File: src/rtl/mck_pkg.sv
package mck_pkg;

	// register indexes on the configuration port
	localparam logic [2:0] REG_DOT_ON       = 3'd0;
	localparam logic [2:0] REG_DASH_ON      = 3'd1;
	localparam logic [2:0] REG_ELEMENT_GAP  = 3'd2;
	localparam logic [2:0] REG_WORD_GAP     = 3'd3;
	localparam logic [2:0] REG_LETTER_GAP   = 3'd4;

	// reset values of the duration registers
	localparam logic [15:0] RST_DOT_ON      = 16'd500;
	localparam logic [15:0] RST_DASH_ON     = 16'd1500;
	localparam logic [15:0] RST_ELEMENT_GAP = 16'd200;
	localparam logic [15:0] RST_WORD_GAP    = 16'd600;
	localparam logic [15:0] RST_LETTER_GAP  = 16'd200;

	// recognized character codes
	localparam logic [7:0] CHAR_LOWER_A = 8'h61;
	localparam logic [7:0] CHAR_LOWER_Z = 8'h7A;
	localparam logic [7:0] CHAR_SPACE   = 8'h20;

	localparam int NUM_LETTERS = 26;

	// element count per letter, a to z
	localparam logic [2:0] PAT_LEN [NUM_LETTERS] = '{
		3'd2, 3'd4, 3'd4, 3'd3, 3'd1, 3'd4, 3'd3, 3'd4, 3'd2, 3'd4, 3'd3, 3'd4, 3'd2,
		3'd2, 3'd3, 3'd4, 3'd4, 3'd3, 3'd3, 3'd1, 3'd3, 3'd4, 3'd3, 3'd4, 3'd4, 3'd4
	};

	// element bits per letter, first element in the top used bit, 1 is a dash
	localparam logic [3:0] PAT_BITS [NUM_LETTERS] = '{
		4'h1, 4'h8, 4'hA, 4'h4, 4'h0, 4'h2, 4'h6, 4'h0, 4'h0, 4'h7, 4'h5, 4'h4, 4'h3,
		4'h2, 4'h7, 4'h6, 4'hD, 4'h2, 4'h0, 4'h1, 4'h1, 4'h1, 4'h3, 4'h9, 4'hB, 4'hC
	};

	typedef enum logic [1:0] {
		KIND_OTHER,
		KIND_SPACE,
		KIND_LETTER
	} char_kind_t;

	// classified character as it waits in the queue
	typedef struct packed {
		char_kind_t kind;
		logic [2:0] len;
		logic [3:0] bits;
	} char_desc_t;

	// duration registers
	typedef struct packed {
		logic [15:0] dot_on_ms;
		logic [15:0] dash_on_ms;
		logic [15:0] element_gap_ms;
		logic [15:0] word_gap_ms;
		logic [15:0] letter_gap_ms;
	} dur_cfg_t;

	typedef enum logic [2:0] {
		BK_IDLE,
		BK_MARK,
		BK_ELEM_GAP,
		BK_WORD_GAP,
		BK_LETTER_GAP
	} bk_state_t;

	// sort one character code into letter, space or other
	function automatic char_desc_t classify(input logic [7:0] code);
		char_desc_t d;
		logic [7:0] offs;
		logic [4:0] idx;
		offs = code - CHAR_LOWER_A;
		idx  = offs[4:0];
		d.kind = KIND_OTHER;
		d.len  = 3'd0;
		d.bits = 4'h0;
		if (code >= CHAR_LOWER_A && code <= CHAR_LOWER_Z) begin
			d.kind = KIND_LETTER;
			d.len  = PAT_LEN[idx];
			d.bits = PAT_BITS[idx];
		end else if (code == CHAR_SPACE) begin
			d.kind = KIND_SPACE;
		end
		return d;
	endfunction

endpackage

File: src/rtl/mck_front.sv
module mck_front
	import mck_pkg::*;
(
	input  logic       start,
	input  logic [7:0] char_code,
	input  logic       q_full,
	output logic       busy,
	output logic       push,
	output char_desc_t push_desc
);

	// take an item whenever the queue has room
	assign busy = q_full;
	assign push = start & ~q_full;

	// pattern lookup for the accepted character
	assign push_desc = classify(char_code);

endmodule

File: src/rtl/mck_queue.sv
module mck_queue
	import mck_pkg::*;
#(
	parameter int DEPTH = 2
) (
	input  logic       clk,
	input  logic       arst_n,
	input  logic       push,
	input  char_desc_t push_desc,
	input  logic       pop,
	output char_desc_t pop_desc,
	output logic       full,
	output logic       empty
);

	localparam int PTR_W = (DEPTH > 1) ? $clog2(DEPTH) : 1;
	localparam int CNT_W = $clog2(DEPTH + 1);

	char_desc_t       mem_q [DEPTH];
	logic [PTR_W-1:0] wr_ptr_q;
	logic [PTR_W-1:0] rd_ptr_q;
	logic [CNT_W-1:0] cnt_q;

	assign full     = (cnt_q == CNT_W'(DEPTH));
	assign empty    = (cnt_q == '0);
	assign pop_desc = mem_q[rd_ptr_q];

	// storage, written at the tail
	always_ff @(posedge clk) begin
		if (push) begin
			mem_q[wr_ptr_q] <= push_desc;
		end
	end

	// pointers and fill count
	always_ff @(posedge clk or negedge arst_n) begin
		if (!arst_n) begin
			wr_ptr_q <= '0;
			rd_ptr_q <= '0;
			cnt_q    <= '0;
		end else begin
			if (push) begin
				wr_ptr_q <= (wr_ptr_q == PTR_W'(DEPTH - 1)) ? '0 : wr_ptr_q + 1'b1;
			end
			if (pop) begin
				rd_ptr_q <= (rd_ptr_q == PTR_W'(DEPTH - 1)) ? '0 : rd_ptr_q + 1'b1;
			end
			if (push && !pop) begin
				cnt_q <= cnt_q + 1'b1;
			end else if (pop && !push) begin
				cnt_q <= cnt_q - 1'b1;
			end
		end
	end

endmodule

File: src/rtl/mck_back.sv
module mck_back
	import mck_pkg::*;
(
	input  logic        clk,
	input  logic        arst_n,
	input  dur_cfg_t    cfg,
	input  logic        q_empty,
	input  char_desc_t  q_desc,
	output logic        pop,
	output logic        strobe,
	output logic        light_on,
	output logic [15:0] duration_ms,
	output logic        last_segment
);

	bk_state_t  state_q, state_d;
	char_desc_t desc_q, desc_d;
	logic [1:0] elem_q, elem_d;
	logic [1:0] dash_idx;
	logic [2:0] len_m1;
	logic       load;

	// position of the current element within the pattern bits
	assign len_m1   = desc_q.len - 3'd1;
	assign dash_idx = len_m1[1:0] - elem_q;

	// segment sequencer
	always_comb begin
		state_d      = state_q;
		desc_d       = desc_q;
		elem_d       = elem_q;
		load         = 1'b0;
		pop          = 1'b0;
		strobe       = 1'b0;
		light_on     = 1'b0;
		duration_ms  = cfg.letter_gap_ms;
		last_segment = 1'b0;
		unique case (state_q)
			BK_IDLE: begin
				load = 1'b1;
			end
			BK_MARK: begin
				strobe      = 1'b1;
				light_on    = 1'b1;
				duration_ms = desc_q.bits[dash_idx] ? cfg.dash_on_ms : cfg.dot_on_ms;
				state_d     = BK_ELEM_GAP;
			end
			BK_ELEM_GAP: begin
				strobe      = 1'b1;
				duration_ms = cfg.element_gap_ms;
				if ({1'b0, elem_q} == len_m1) begin
					state_d = BK_LETTER_GAP;
				end else begin
					elem_d  = elem_q + 2'd1;
					state_d = BK_MARK;
				end
			end
			BK_WORD_GAP: begin
				strobe      = 1'b1;
				duration_ms = cfg.word_gap_ms;
				state_d     = BK_LETTER_GAP;
			end
			BK_LETTER_GAP: begin
				strobe       = 1'b1;
				last_segment = 1'b1;
				state_d      = BK_IDLE;
				load         = 1'b1;
			end
			default: begin
				state_d = BK_IDLE;
			end
		endcase

		// pick up the next item while idle or during the closing letter gap
		if (load && !q_empty) begin
			pop    = 1'b1;
			desc_d = q_desc;
			elem_d = 2'd0;
			unique case (q_desc.kind)
				KIND_LETTER: state_d = BK_MARK;
				KIND_SPACE:  state_d = BK_WORD_GAP;
				default:     state_d = BK_LETTER_GAP;
			endcase
		end
	end

	// current item
	always_ff @(posedge clk) begin
		desc_q <= desc_d;
	end

	always_ff @(posedge clk or negedge arst_n) begin
		if (!arst_n) begin
			state_q <= BK_IDLE;
			elem_q  <= 2'd0;
		end else begin
			state_q <= state_d;
			elem_q  <= elem_d;
		end
	end

	// the closing segment of an item is always dark
	a_last_dark: assert property (@(posedge clk) disable iff (!arst_n)
		last_segment |-> strobe && !light_on)
		else $error("last segment not an off segment");

	// every mark is followed right away by its element gap
	a_mark_then_gap: assert property (@(posedge clk) disable iff (!arst_n)
		strobe && light_on |=> strobe && !light_on && !last_segment)
		else $error("mark not followed by element gap");

	// element counter stays inside the letter
	a_elem_in_range: assert property (@(posedge clk) disable iff (!arst_n)
		(state_q == BK_MARK || state_q == BK_ELEM_GAP) |->
			({1'b0, elem_q} < desc_q.len))
		else $error("element index beyond pattern length");

	// no item is taken from an empty queue
	a_pop_nonempty: assert property (@(posedge clk) disable iff (!arst_n)
		pop |-> !q_empty)
		else $error("pop from empty queue");

endmodule

File: src/rtl/morse_character_keyer.sv
// Morse character keyer
// Input: one character code per item on start/char_code. An item is taken at a
// clock edge where start is high and busy is low. Lowercase a to z are keyed as
// dots and dashes, a space gives a word gap, anything else only a letter gap.
// Output: one segment per cycle on strobe with light_on, duration_ms and
// last_segment; last_segment marks the closing letter gap of each item. The
// receiver cannot stall, so segments leave every cycle while work is pending.
// An accepted item is queued, then popped into the sequencer's item and state
// registers before its first segment. Throughput: one segment per cycle, so an
// item gives 2n+1 segments for a letter of n elements (3 to 9), 2 for a space
// and 1 for any other code; the next waiting item is taken during the closing
// letter gap of the one before. A queue of QUEUE_DEPTH classified items sits
// between input and sequencer; busy is high only while it is full.
// Configuration: wr_en/wr_index/wr_data write the five duration registers
// (dot, dash, element gap, word gap, letter gap); indexes above four are
// ignored. Writes are meant for idle periods only.
// Reset: arst_n clears the queue and sequencer and loads the default durations.
module morse_character_keyer
	import mck_pkg::*;
#(
	parameter int QUEUE_DEPTH = 2
) (
	input  logic        clk,
	input  logic        arst_n,
	input  logic        start,
	output logic        busy,
	input  logic [7:0]  char_code,
	input  logic        wr_en,
	input  logic [2:0]  wr_index,
	input  logic [15:0] wr_data,
	output logic        strobe,
	output logic        light_on,
	output logic [15:0] duration_ms,
	output logic        last_segment
);

	dur_cfg_t   cfg_q;
	logic       push;
	char_desc_t push_desc;
	logic       q_full;
	logic       q_empty;
	logic       pop;
	char_desc_t pop_desc;

	// duration registers
	always_ff @(posedge clk or negedge arst_n) begin
		if (!arst_n) begin
			cfg_q.dot_on_ms      <= RST_DOT_ON;
			cfg_q.dash_on_ms     <= RST_DASH_ON;
			cfg_q.element_gap_ms <= RST_ELEMENT_GAP;
			cfg_q.word_gap_ms    <= RST_WORD_GAP;
			cfg_q.letter_gap_ms  <= RST_LETTER_GAP;
		end else if (wr_en) begin
			unique case (wr_index)
				REG_DOT_ON:      cfg_q.dot_on_ms      <= wr_data;
				REG_DASH_ON:     cfg_q.dash_on_ms     <= wr_data;
				REG_ELEMENT_GAP: cfg_q.element_gap_ms <= wr_data;
				REG_WORD_GAP:    cfg_q.word_gap_ms    <= wr_data;
				REG_LETTER_GAP:  cfg_q.letter_gap_ms  <= wr_data;
				default: ;
			endcase
		end
	end

	// accept and classify
	mck_front u_front (
		.start     (start),
		.char_code (char_code),
		.q_full    (q_full),
		.busy      (busy),
		.push      (push),
		.push_desc (push_desc)
	);

	// classified items waiting for the sequencer
	mck_queue #(
		.DEPTH (QUEUE_DEPTH)
	) u_queue (
		.clk       (clk),
		.arst_n    (arst_n),
		.push      (push),
		.push_desc (push_desc),
		.pop       (pop),
		.pop_desc  (pop_desc),
		.full      (q_full),
		.empty     (q_empty)
	);

	// segment sequencer
	mck_back u_back (
		.clk          (clk),
		.arst_n       (arst_n),
		.cfg          (cfg_q),
		.q_empty      (q_empty),
		.q_desc       (pop_desc),
		.pop          (pop),
		.strobe       (strobe),
		.light_on     (light_on),
		.duration_ms  (duration_ms),
		.last_segment (last_segment)
	);

endmodule
File: config.mk
export PLATFORM = sky130hd
export DESIGN_NAME = morse_character_keyer
export DESIGN_NICKNAME = d
export VERILOG_FILES = /design/src/rtl/mck_pkg.sv /design/src/rtl/mck_front.sv /design/src/rtl/mck_queue.sv /design/src/rtl/mck_back.sv /design/src/rtl/morse_character_keyer.sv
export SDC_FILE = /design/constraint.sdc
export NUM_CORES = 1
export LEC_CHECK = 0
export BUFFER_PORTS_ARGS = -buffer_cell sky130_fd_sc_hd__buf_2
export CAP_MARGIN = 15
export CELL_PAD_IN_SITES_DETAIL_PLACEMENT = 0
export CELL_PAD_IN_SITES_GLOBAL_PLACEMENT = 1
export CORE_UTILIZATION = 30
export DETAILED_ROUTE_END_ITERATION = 10
export PLACE_DENSITY_LB_ADDON = 0.1
export SYNTH_ARGS = -nofsm -noshare
export SYNTH_HDL_FRONTEND = slang
export SYNTH_SLANG_ARGS = --single-unit
export TNS_END_PERCENT = 50
File: constraint.sdc
create_clock -name clk -period 2.51 [get_ports clk]
set_clock_uncertainty 0.15 [all_clocks]
set_input_delay 0.1255 -clock clk [delete_from_list [all_inputs] [get_ports clk]]
set_output_delay 0.1255 -clock clk [all_outputs]
set_load 0.005 [all_outputs]
## After elaboration in Yosys (flattened, before gate mapping)

Memory sizes are Yosys's and may differ from the RTL's.
Cells that the tools add are included.

| cells by class | value |
|---|---|
| bitwise gates (word level) | 3 |
| $lt $le $gt $ge | 4 |
| reduce and logical (&&, ||, !) cells | 20 |
| muxes and demuxes | 29 |
| add/sub/neg operators | 8 |
| equality and inequality tests | 15 |

Operator list:

| cell | count |
|---|---|
| $pmux 16 s3 | 1 |
| $mux 16 | 1 |
| $eq 3x2->1 const B | 4 |
| $mux 2 | 6 |
| $mux 3 | 4 |
| $pmux 3 s4 | 1 |
| $reduce_and 2->1 | 6 |
| $mux 1 | 11 |
| $eq 8x6->1 const B | 1 |
| $ge 8x7->1 const B | 1 |
| $le 8x7->1 const B | 1 |
| $mux 4 | 2 |
| $mux 7 | 1 |
| $eq 3x1->1 const B | 2 |
| $eq 3x3->1 const B | 2 |
| $ge 6x6->1 const B | 1 |
| $logic_not 3->1 | 2 |
| $not 5->6 | 1 |
| $pmux 3 s2 | 1 |
| $sub 5x1->5 const B | 1 |
| $add 2x1->2 const B | 2 |
| $eq 2x2->1 const B | 2 |
| $logic_and 1x1->1 | 4 |
| $reduce_bool 2->1 | 2 |
| other kinds (16) | 19 |

| word-level totals | value |
|---|---|
| memory bits (writable) | 18 |
| memories | 3 |
| flip-flop bits (word level) | 96 |
| memory bits (read-only) | 224 |
| bits of input ports | 31 |

Memories:

| memory | words | bits a word | rd ports | clocked after memory_dff | write ports | line | source |
|---|---|---|---|---|---|---|---|
| (name not given) | 32 | 4 | 1 | 0 | 0 | mck_pkg.sv:79 | `d.bits = PAT_BITS[idx];` |
| (name not given) | 32 | 3 | 1 | 0 | 0 | mck_pkg.sv:78 | `d.len = PAT_LEN[idx];` |
| u_queue.mem_q | 2 | 9 | 1 | 0 | 1 | mck_queue.sv:19 | `char_desc_t mem_q [DEPTH];` |

## Longest topological paths before layout

Gate-level depths: netlist of run 1.

| logic depth | value |
|---|---|
| depth after elaboration | 8 |
| gate-level depth with buffers | 10 |
| gate-level depth less buffers | 7 |

## By module

Synthesis of run 1 repeated with hierarchy kept, for this count alone.

| second synthesis, totals | value |
|---|---|
| cell total of the unflattened synthesis | 455 |
| area total of the unflattened synthesis | 5,775.5 sq um |

Modules (own cells, without submodules):

| module | cells each | times used | area an instance (sq um) | seq. area each (sq um) |
|---|---|---|---|---|
| morse_character_keyer | 173 | 1 | 3,079.2 | 2,030.7 |
| mck_back | 135 | 1 | 1,187.4 | 335.3 |
| mck_queue | 44 | 1 | 842.1 | 640.6 |
| mck_front | 103 | 1 | 666.9 | 0.0 |

## Worst setup path before layout of run 1

OpenSTA, ideal clock, no wires.

| timing | value |
|---|---|
| kind | input-to-reg |
| start point | input port char_code[0] |
| end point | memory u_queue.mem_q[0][1] in the netlist's numbering (data pin) |
| arrival time | 1.755 ns |
| stages | 8 |
| path slack | 0.344 ns |
| data required time | 2.100 ns |
| cells stage by stage | clkbuf_1 -> inv_1 -> ha_1 -> buf_2 -> xnor2_1 -> o21bai_1 -> mux2_2 -> o221a_2 |

RTL lines:

| element | line | source |
|---|---|---|
| start: declaration | morse_character_keyer.sv:27 | `input logic [7:0] char_code,` |
| end: declaration | mck_queue.sv:19 |  |

## Worst setup path in the final report of run 1

| timing | value |
|---|---|
| start point | register u_back.desc_q[4] in the netlist's numbering |
| end point | output port duration_ms[9] |

| on the way | value |
|---|---|
| word-level cells in the longest chain between the ends | 6 |

RTL lines:

| element | line | source |
|---|---|---|
| start: declaration | mck_back.sv:17 | `char_desc_t desc_q, desc_d;` |
| start signal: assignment | mck_back.sv:89 | `desc_q <= desc_d;` |
| $sub 3x1->3 | mck_back.sv:24 | `assign len_m1 = desc_q.len - 3'd1;` |
| $sub 2x2->2 | mck_back.sv:25 | `assign dash_idx = len_m1[1:0] - elem_q;` |
| $bmux 1 s2 | mck_back.sv:45 | `duration_ms = desc_q.bits[dash_idx] ? cfg.dash_on_ms : cfg.dot_on_ms;` |
| $mux 1 (not written as such) | mck_back.sv:45 |  |
| $mux 16 | mck_back.sv:45 |  |
| $pmux 16 s3 | mck_back.sv:38 | `unique case (state_q)` |
| end: declaration | morse_character_keyer.sv:33 | `output logic [15:0] duration_ms,` |

Every way passes these cells. The select of a mux whose other input is x is not followed.

==> metrics.md, run 1 <==
| Metric | Value |
|---|---|
| Vias per inst | 4.83 |
| Critical path arrival | 2560 ps |
| Initial antenna violation count | 0 |
| Leakage | 3.00 nW |
| R2R Path Start | u_back.desc_q[4]$_DFFE_PP_ |
| Syn Area/Cell | 12.5 µm² |
| Max Clock Freq | 352 MHz |
| Fillers | 1784 |
| # setup viols final | 16 |
| NumNets Final | 580 |
| Synth Area in Adders | 2.43% |
| Synthesized cell area | 5670 µm² |
| TritonCTS clock tree | yes |
| H-tree Lvls | 4 |
| Initial drt markers | 135 |
| Area growth syn-to-layout | 25.3% |
| Crit-path max FO | 8 |
| Clock latency on the worst-skew pair | 410 ps |
| Largest net degree at the start of global routing | 32 |
| Peak VDD IR | 0.578 mV |
| Top_reg_cell synth | dfrtp_1 |
| Layout cells sized above 1 | 41.7% |
| Layer with the highest usage | met2 |
| Post-route ant nets | 0 |
| Synth Area in Simple Gates | 6.11% |
| Synth Area in XOR/XNOR | 2.27% |
| Hold slack | 42.4 ps |
| DRT Pass-1 Iters | 4 |
| Critical path cell sequence | inv_2 -> ha_4 -> xor2_2 -> xnor2_1 -> mux4_2 -> buf_12 -> mux2i_1 -> o21ai_1 -> buf_2 |
| Final worst path period share | 113% |
| DRC viols | 0 |
| Count of cell types in the netlist | 50 |
| Max_cap viols | 0 |
| Crit-path max cell delay | 420 ps |
| Clk root buf | clkbuf_16 |
| Final count of hold timing violations | 0 |
| Syn nets | 495 |
| Slew headroom | 42.1% |
| Die X | 139 µm |
| Die span in y | 139 µm |
| FP Rows | 49 |
| Antenna Cells | 0 |
| R2R cell count | 7 |
| Post-Synthesis Cells | 453 |
| GR Util met2 | 24.0% |
| RePlAce Congestion | 0.732 |
| Area of the multi-input gates | 2490 µm² |
| CORE AREA | 18300 µm² |
| Complex-gate fraction of the synthesized area | 8.23% |
| Number of global-route vias before repair | 3931 |
| Synth Warn # | 0 |
| Worst-Margin Slew | 869 ps |
| Status | finished, violations left |
| Longest Clk Path Bufs | 2 |
| Initial Utilization | 31.0% |
| GRT met1 Usage | 18.3% |
| Die ar. | 19500 µm² |
| PortBufs | 50 |
| Mux share of post-synthesis cell area | 24.7% |
| First-pass GRT wire length | 21.6 mm |
| Min setup slack post-route | -328 ps |
| Crit path capture type | primary output |
| Grt ovf | 0 |
| Worst setup path startpoint | u_back.desc_q[4]$_DFFE_PP_ |
| Detailed placement HPWL | 8.75 mm |
| Startpoint types | flip-flop |
| Async SR Flop Fraction | 78.1% |
| Pwr per Cell Area | 1140 nW/µm² |
| Main combinational cell family by area after synthesis | multiplexers |
| Failing checks | negative setup slack |
| RSZ-0062 raised after global routing | true |
| WL per Instance | 17.1 µm |
| Slew Viols, Final | 0 |
| Global Route Usage Sum | 14.7% |
| WP data required | 2230 ps |
| Minimum clock period | 2840 ps |
| Ports | 51 |
| Register area share after synthesis | 53.0% |
| Yosys reg bits | 114 |
| EDFF count, synth | 25 |
| Final core utilization | 38.9% |
| Routed WL | 13.3 mm |
| DR vias | 3771 |
| Clk pin slew, worst setup/hold paths | 50 ps |
| Kind of critical path | reg2out |
| Num Clock Sinks | 114 |
| FF/Latch Area | 3010 µm² |
| Worst min path class | in2async |
| M3 GR Usage | 3.34% |
| Slowest CP cell | mux4_2 |
| Total CTS buffers | 17 |
## layout make-up
cell class              count  area share, %
well taps                 229           4.03
flip-flops and latches    114           42.3
multi-input cells         300           35.0
repair buffers             94           9.44
inverters                  11          0.581
clock inverters             8           1.36
clock buffers              24           7.24
## power by group
group	internal [mW]	switching, mW
registers	2.49	0.239
clock network	1.63	0.825
logic	1.45	1.46
## sequential cells by signal, indices dropped and copies added, names as in the netlist
signal / flops
u_queue.cnt_q: 2
u_back.desc_q: 7
u_queue.mem_q: 18
cfg_q: 80
u_queue.rd_ptr_q: 1
u_queue.wr_ptr_q: 1
u_back.state_q: 3
u_back.elem_q: 2
## metal layers
layer | vias up | part of all wire, %
li1 | 1799 | -
met4 | 0 | 2.3
met1 | 1867 | 45
met5 | - | 0
met2 | 79 | 49
met3 | 26 | 3.8
## cells in the final DEF (no fill, tap or decap), types with 18 or more instances in the layout
master / synthesis / routed
mux2i_1: 35 / 35
clkbuf_16: 0 / 20
buf_2: 9 / 49
edfxtp_1: 25 / 25
dlygate4sd3_1: 0 / 18
nor2_1: 29 / 29
dfrtp_1: 66 / 66
mux2_2: 91 / 91
buf_4: 0 / 24
dfstp_2: 23 / 23
a21oi_1: 27 / 27
## synthesized netlist by cell type, types with 3 or more instances
library cell	number	area (µm²)
a21oi_1	27	135
buf_2	9	45.0
clkbuf_1	16	60.1
dfrtp_1	66	1650
dfstp_2	23	604
edfxtp_1	25	751
ha_1	11	138
inv_1	11	41.3
mux2_2	91	1020
mux2i_1	35	350
nand2_1	16	60.1
nand2b_1	5	31.3
nor2_1	29	109
nor2b_1	5	31.3
nor3_1	3	15.0
o21ai_0	18	90.1
o21ai_1	11	55.1
xnor2_1	9	78.8
## cells by family (layout without fill, tap and decap cells)
kind of cell,count (synthesis),after routing
AOI/OAI and AO/OA,78,78
xor gates and xnor gates,13,13
adders and majority gates,11,11
buffers and inverters,39,137
DFF,114,114
muxes,127,127
and+or+nand+nor,71,71
## per-stage QoR
step / TNS (ps) / area, µm² / cells / setup slack [ps] / total power [mW]
3_3_place_gp: 0 / 6270 / 728 / 127 / 5.42
3_5_place_dp: 0 / 6270 / 728 / 71.5 / 5.46
4_1_cts: -3710 / 7060 / 778 / -297 / 7.98
2_1_floorplan: 0 / 5670 / 453 / 344 / 4.63
6_report: -4190 / 7110 / 780 / -328 / 8.08
5_1_grt: -6310 / 7110 / 780 / -431 / 8.59
## path summary, 6_finish.rpt
check / endpoint / slack, ps
min reg2reg: u_queue.cnt_q[1]$_DFFE_PN0P_ / 350
max in group asynchronous: cfg_q[54]$_DFFE_PN1P_ / 1510
min: cfg_q[67]$_DFFE_PN0P_ / 40
max reg2reg: u_back.elem_q[1]$_DFFE_PN0P_ / 770
min in group clk: u_queue.mem_q[1][7]$_DFFE_PP_ / 50
max: duration_ms[9] / -330
## worst max-delay path: cells and delay by family (launching register included)
family | cells | cell delay (ps)
muxes | 2 | 530
xor gates and xnor gates | 2 | 370
adders and majority gates | 1 | 200
buffers and inverters | 3 | 450
AOI/OAI and AO/OA | 1 | 200
DFF | 1 | 400
## repair_timing
item                                    4_1_cts  5_1_grt
gates resized for setup                       1        5
hold buffers                                 18        0
pin swaps                                     0        2
buffers inserted                              0        1
gates cloned                                  0        1
endpoints found under the setup margin       16       16
endpoints found under the hold margin       153        0
No activity file was read; power rests on OpenSTA's default activity.
==> run 2: changes to the inputs <==
--- a/config.mk
+++ b/config.mk
@@ -5,6 +5,7 @@
 export SDC_FILE = /design/constraint.sdc
 export NUM_CORES = 1
 export LEC_CHECK = 0
+export ABC_AREA = 1
 export BUFFER_PORTS_ARGS = -buffer_cell sky130_fd_sc_hd__buf_2
 export CAP_MARGIN = 15
 export CELL_PAD_IN_SITES_DETAIL_PLACEMENT = 0
==> run 2 against run 1 <==
  * The flow now finishes without violations
  * Synthesized cell count increased by 47%
  * Hold slack got worse by 1.6 ps
  * Die area increased by 0.18%
  * First-iteration DRC count increased by 76%
  * Power increased by 9.5%
  * Clock power increased by 2%
  * Sequential share of layout area decreased by 1.4 points
  * Critical endpoint is now duration_ms[5]
  * Highest routed layer unchanged
==> metrics.md, run 2 <==
| Metric | Value |
|---|---|
| TritonCTS clock tree | yes |
| Final count of hold timing violations | 0 |
| Non-filler cells, final | 995 |
| Pwr per Cell Area | 1200 nW/µm² |
| Longest Clk Path Bufs | 2 |
| Kind of critical path | reg2out |
| WL per Instance | 14.9 µm |
| Worst setup path startpoint | u_back.desc_q[4]$_DFFE_PP_ |
| Most common cell in the netlist | nand2_1 |
| Post-DP Area | 6230 µm² |
| Yosys reg bits | 114 |
| Startpoint types | flip-flop |
| Register area share after synthesis | 52.9% |
| H-tree Lvls | 4 |
| R2R Path Start | u_queue.cnt_q[0]$_DFFE_PN0P_ |
| Critical path arrival | 2130 ps |
| Crit path capture type | primary output |
| Commonest cells post-synth | nand2_1, o21ai_0, inv_1, dfrtp_1, nand3_1 |
| Total CTS buffers | 17 |
| Synth Warn # | 0 |
| Vias per inst | 4.68 |
| Syn Area/Cell | 8.54 µm² |
| R2R cell count | 6 |
| Clock latency on the worst-skew pair | 410 ps |
| Critical path capture point | duration_ms[5] |
| Die span in y | 140 µm |
| DRC viols | 0 |
| Area growth syn-to-layout | 29.5% |
| Main combinational cell family by area after synthesis | simple AND/OR/NAND/NOR gates |
| Commonest non-fill, non-tap cells in the layout | nand2_1, o21ai_0, inv_1 |
| Synth Area in XOR/XNOR | 0.617% |
| Detailed placement HPWL | 9.83 mm |
| Mux share of post-synthesis cell area | 0.176% |
| Power, Total | 8.84 mW |
| RePlAce Congestion | 0.815 |
| DRT Pass-1 Iters | 6 |
| Grt ovf | 0 |
| DR vias | 4659 |
| Status | finished, final reports clean |
| Die X | 140 µm |
| Crit Reg-Reg Endpoint | u_queue.cnt_q[1]$_DFFE_PN0P_ |
| CORE AREA | 18300 µm² |
| Final TNS setup | 0 ps |
| Ports | 51 |
| Top post-synthesis cells by area | dfrtp_1, edfxtp_1, nand2_1 |
| Synth Area in Simple Gates | 25.2% |
| Global Route Usage Sum | 15.8% |
| Top reg by flops | cfg_q |
| Synthesized cell area | 5680 µm² |
| Minimum clock period | 2410 ps |
| Number of global-route vias before repair | 4611 |
| Initial Utilization | 31.1% |
| Complex-gate fraction of the synthesized area | 11.2% |
| Synth area leader | dfrtp_1 |
| Max Clock Freq | 415 MHz |
| EDFF count, synth | 25 |
| PortBufs | 50 |
| Max_cap viols | 0 |
| Clk root buf | clkbuf_16 |
| Placed instance count | 936 |
| WP data required | 2230 ps |
| Worst-Margin Slew | 565 ps |
| Biggest registers after layout | cfg_q: 80 flops, u_queue.mem_q: 18 flops, u_back.desc_q: 7 flops |
| Routed WL | 14.9 mm |
| Worst min path class | in2async |
| Final worst path period share | 96.0% |
| # setup viols final | 0 |
| Synth Area in Adders | 2.42% |
| Layout cells sized above 1 | 25.3% |
| Count of cell types in the netlist | 36 |
| Largest net degree at the start of global routing | 45 |
| Die ar. | 19500 µm² |
| Most common cell after layout, fill and taps aside | nand2_1 |
| Peak VDD IR | 0.603 mV |
| Slew headroom | 62.2% |
| NumNets Final | 795 |
| FP Rows | 49 |
| Async SR Flop Fraction | 78.1% |
| Initial antenna violation count | 0 |
| R2r setup slk | 640 ps |
| Synth top area share | 29.1% |
| Antenna Cells | 0 |
| Top_reg_cell synth | dfrtp_1 |
| RSZ-0062 raised after global routing | true |
| Number of flip-flops in the largest register | 80 |
| First-pass GRT wire length | 23.7 mm |
| Slew Viols, Final | 0 |
| Initial drt markers | 238 |
| Post-route ant nets | 0 |
| Leakage | 3.50 nW |
| Final Instance Area | 7350 µm² |
| Post-Synthesis Cells | 665 |
| Num Clock Sinks | 114 |
| Clk pin slew, worst setup/hold paths | 60 ps |
| Crit-path max FO | 4 |
| Syn nets | 707 |
[run 2: cell count changes after synthesis, moves of 7 or more]
cell      previous run  this run
inv_2                0         7
mux2i_1             35         1
inv_1               11        76
a21oi_1             27         8
nand2_1             16       189
xnor2_1              9         2
nand2_4              0         7
o21ai_1             11         3
a22oi_1              0        16
mux2_2              91         0
nand3_1              2        64
o21ai_0             18        86
clkbuf_1            16         9
[run 2: how the worst min path moves through the flow]
stage	slack (ps)	start	cells after the start	to
after floorplan	-320	arst_n	0	cfg_q[0]$_DFFE_PN0P_
after global placement	-50	arst_n	1	cfg_q[21]$_DFFE_PN0P_
after detailed placement	-50	arst_n	1	cfg_q[37]$_DFFE_PN0P_
after CTS	40	arst_n	2	cfg_q[37]$_DFFE_PN0P_
after global routing	50	char_code[5]	3	u_queue.mem_q[1][4]$_DFFE_PP_
final	40	arst_n	2	cfg_q[37]$_DFFE_PN0P_
[run 2: layout make-up]
type,instances,area (µm²)
Tap cell,229,287
Multi-Input combinational cell,448,2530
Timing Repair Buffer,86,583
Inverter,86,325
Clock buffer,24,524
Fill cell,1890,10900
Clock inverter,8,93.8
Sequential cell,114,3010
[run 2: per-layer routing]
| layer | up-vias | track usage, % | wire [µm] |
|---|---|---|---|
| met5 | - | 0 | 0 |
| met4 | 0 | 4.74 | 136 |
| met3 | 15 | 4.44 | 427 |
| met2 | 72 | 26.4 | 7220 |
| met1 | 2221 | 19.7 | 7070 |
| li1 | 2351 | - | - |
[run 2: metrics by stage]
| step | hold slack [ps] | setup WS [ps] | util, % |
|---|---|---|---|
| 6_report | 40.8 | 100 | 40.3 |
| 5_1_grt | 54.1 | -37.2 | 40.3 |
| 4_1_cts | 40.3 | 17.0 | 38.7 |
| 3_5_place_dp | -50.4 | 416 | 34.1 |
| 3_3_place_gp | -47.9 | 435 | 34.1 |
| 2_1_floorplan | -320 | 766 | - |
[run 2: timing repair]
action	in CTS	in global routing
hold buffers	19	0
endpoints found under the setup margin	14	16
buffers inserted	0	4
gates resized for setup	5	49
cloned	0	4
hold endpoints to repair	154	0
pin swaps	0	13
[run 2: cell families (layout without fill, tap and decap cells)]
kind of cell | after synthesis | after routing
buf+inv | 107 | 204
fa+ha+maj | 11 | 11
xor+xnor | 4 | 4
mux | 1 | 1
flops | 114 | 114
simple gates | 311 | 315
compound gates | 117 | 117
[run 2: worst max-delay path, stage by stage, from the launching register on]
cell	delay (ps)
edfxtp_1	410
inv_2	60
ha_4	300
inv_4	50
nand2_4	90
nand3_4	120
buf_4	160
nand3_2	110
nand3_1	120
nand3_1	110
nand3_1	60
buf_2	130
[run 2: report_power, final]
part / switching [mW] / leakage, nW / internal (mW)
Sequential: 0.264 / 1.31 / 2.43
Combinational: 2.29 / 1.88 / 1.36
Clock: 0.851 / 0.307 / 1.65
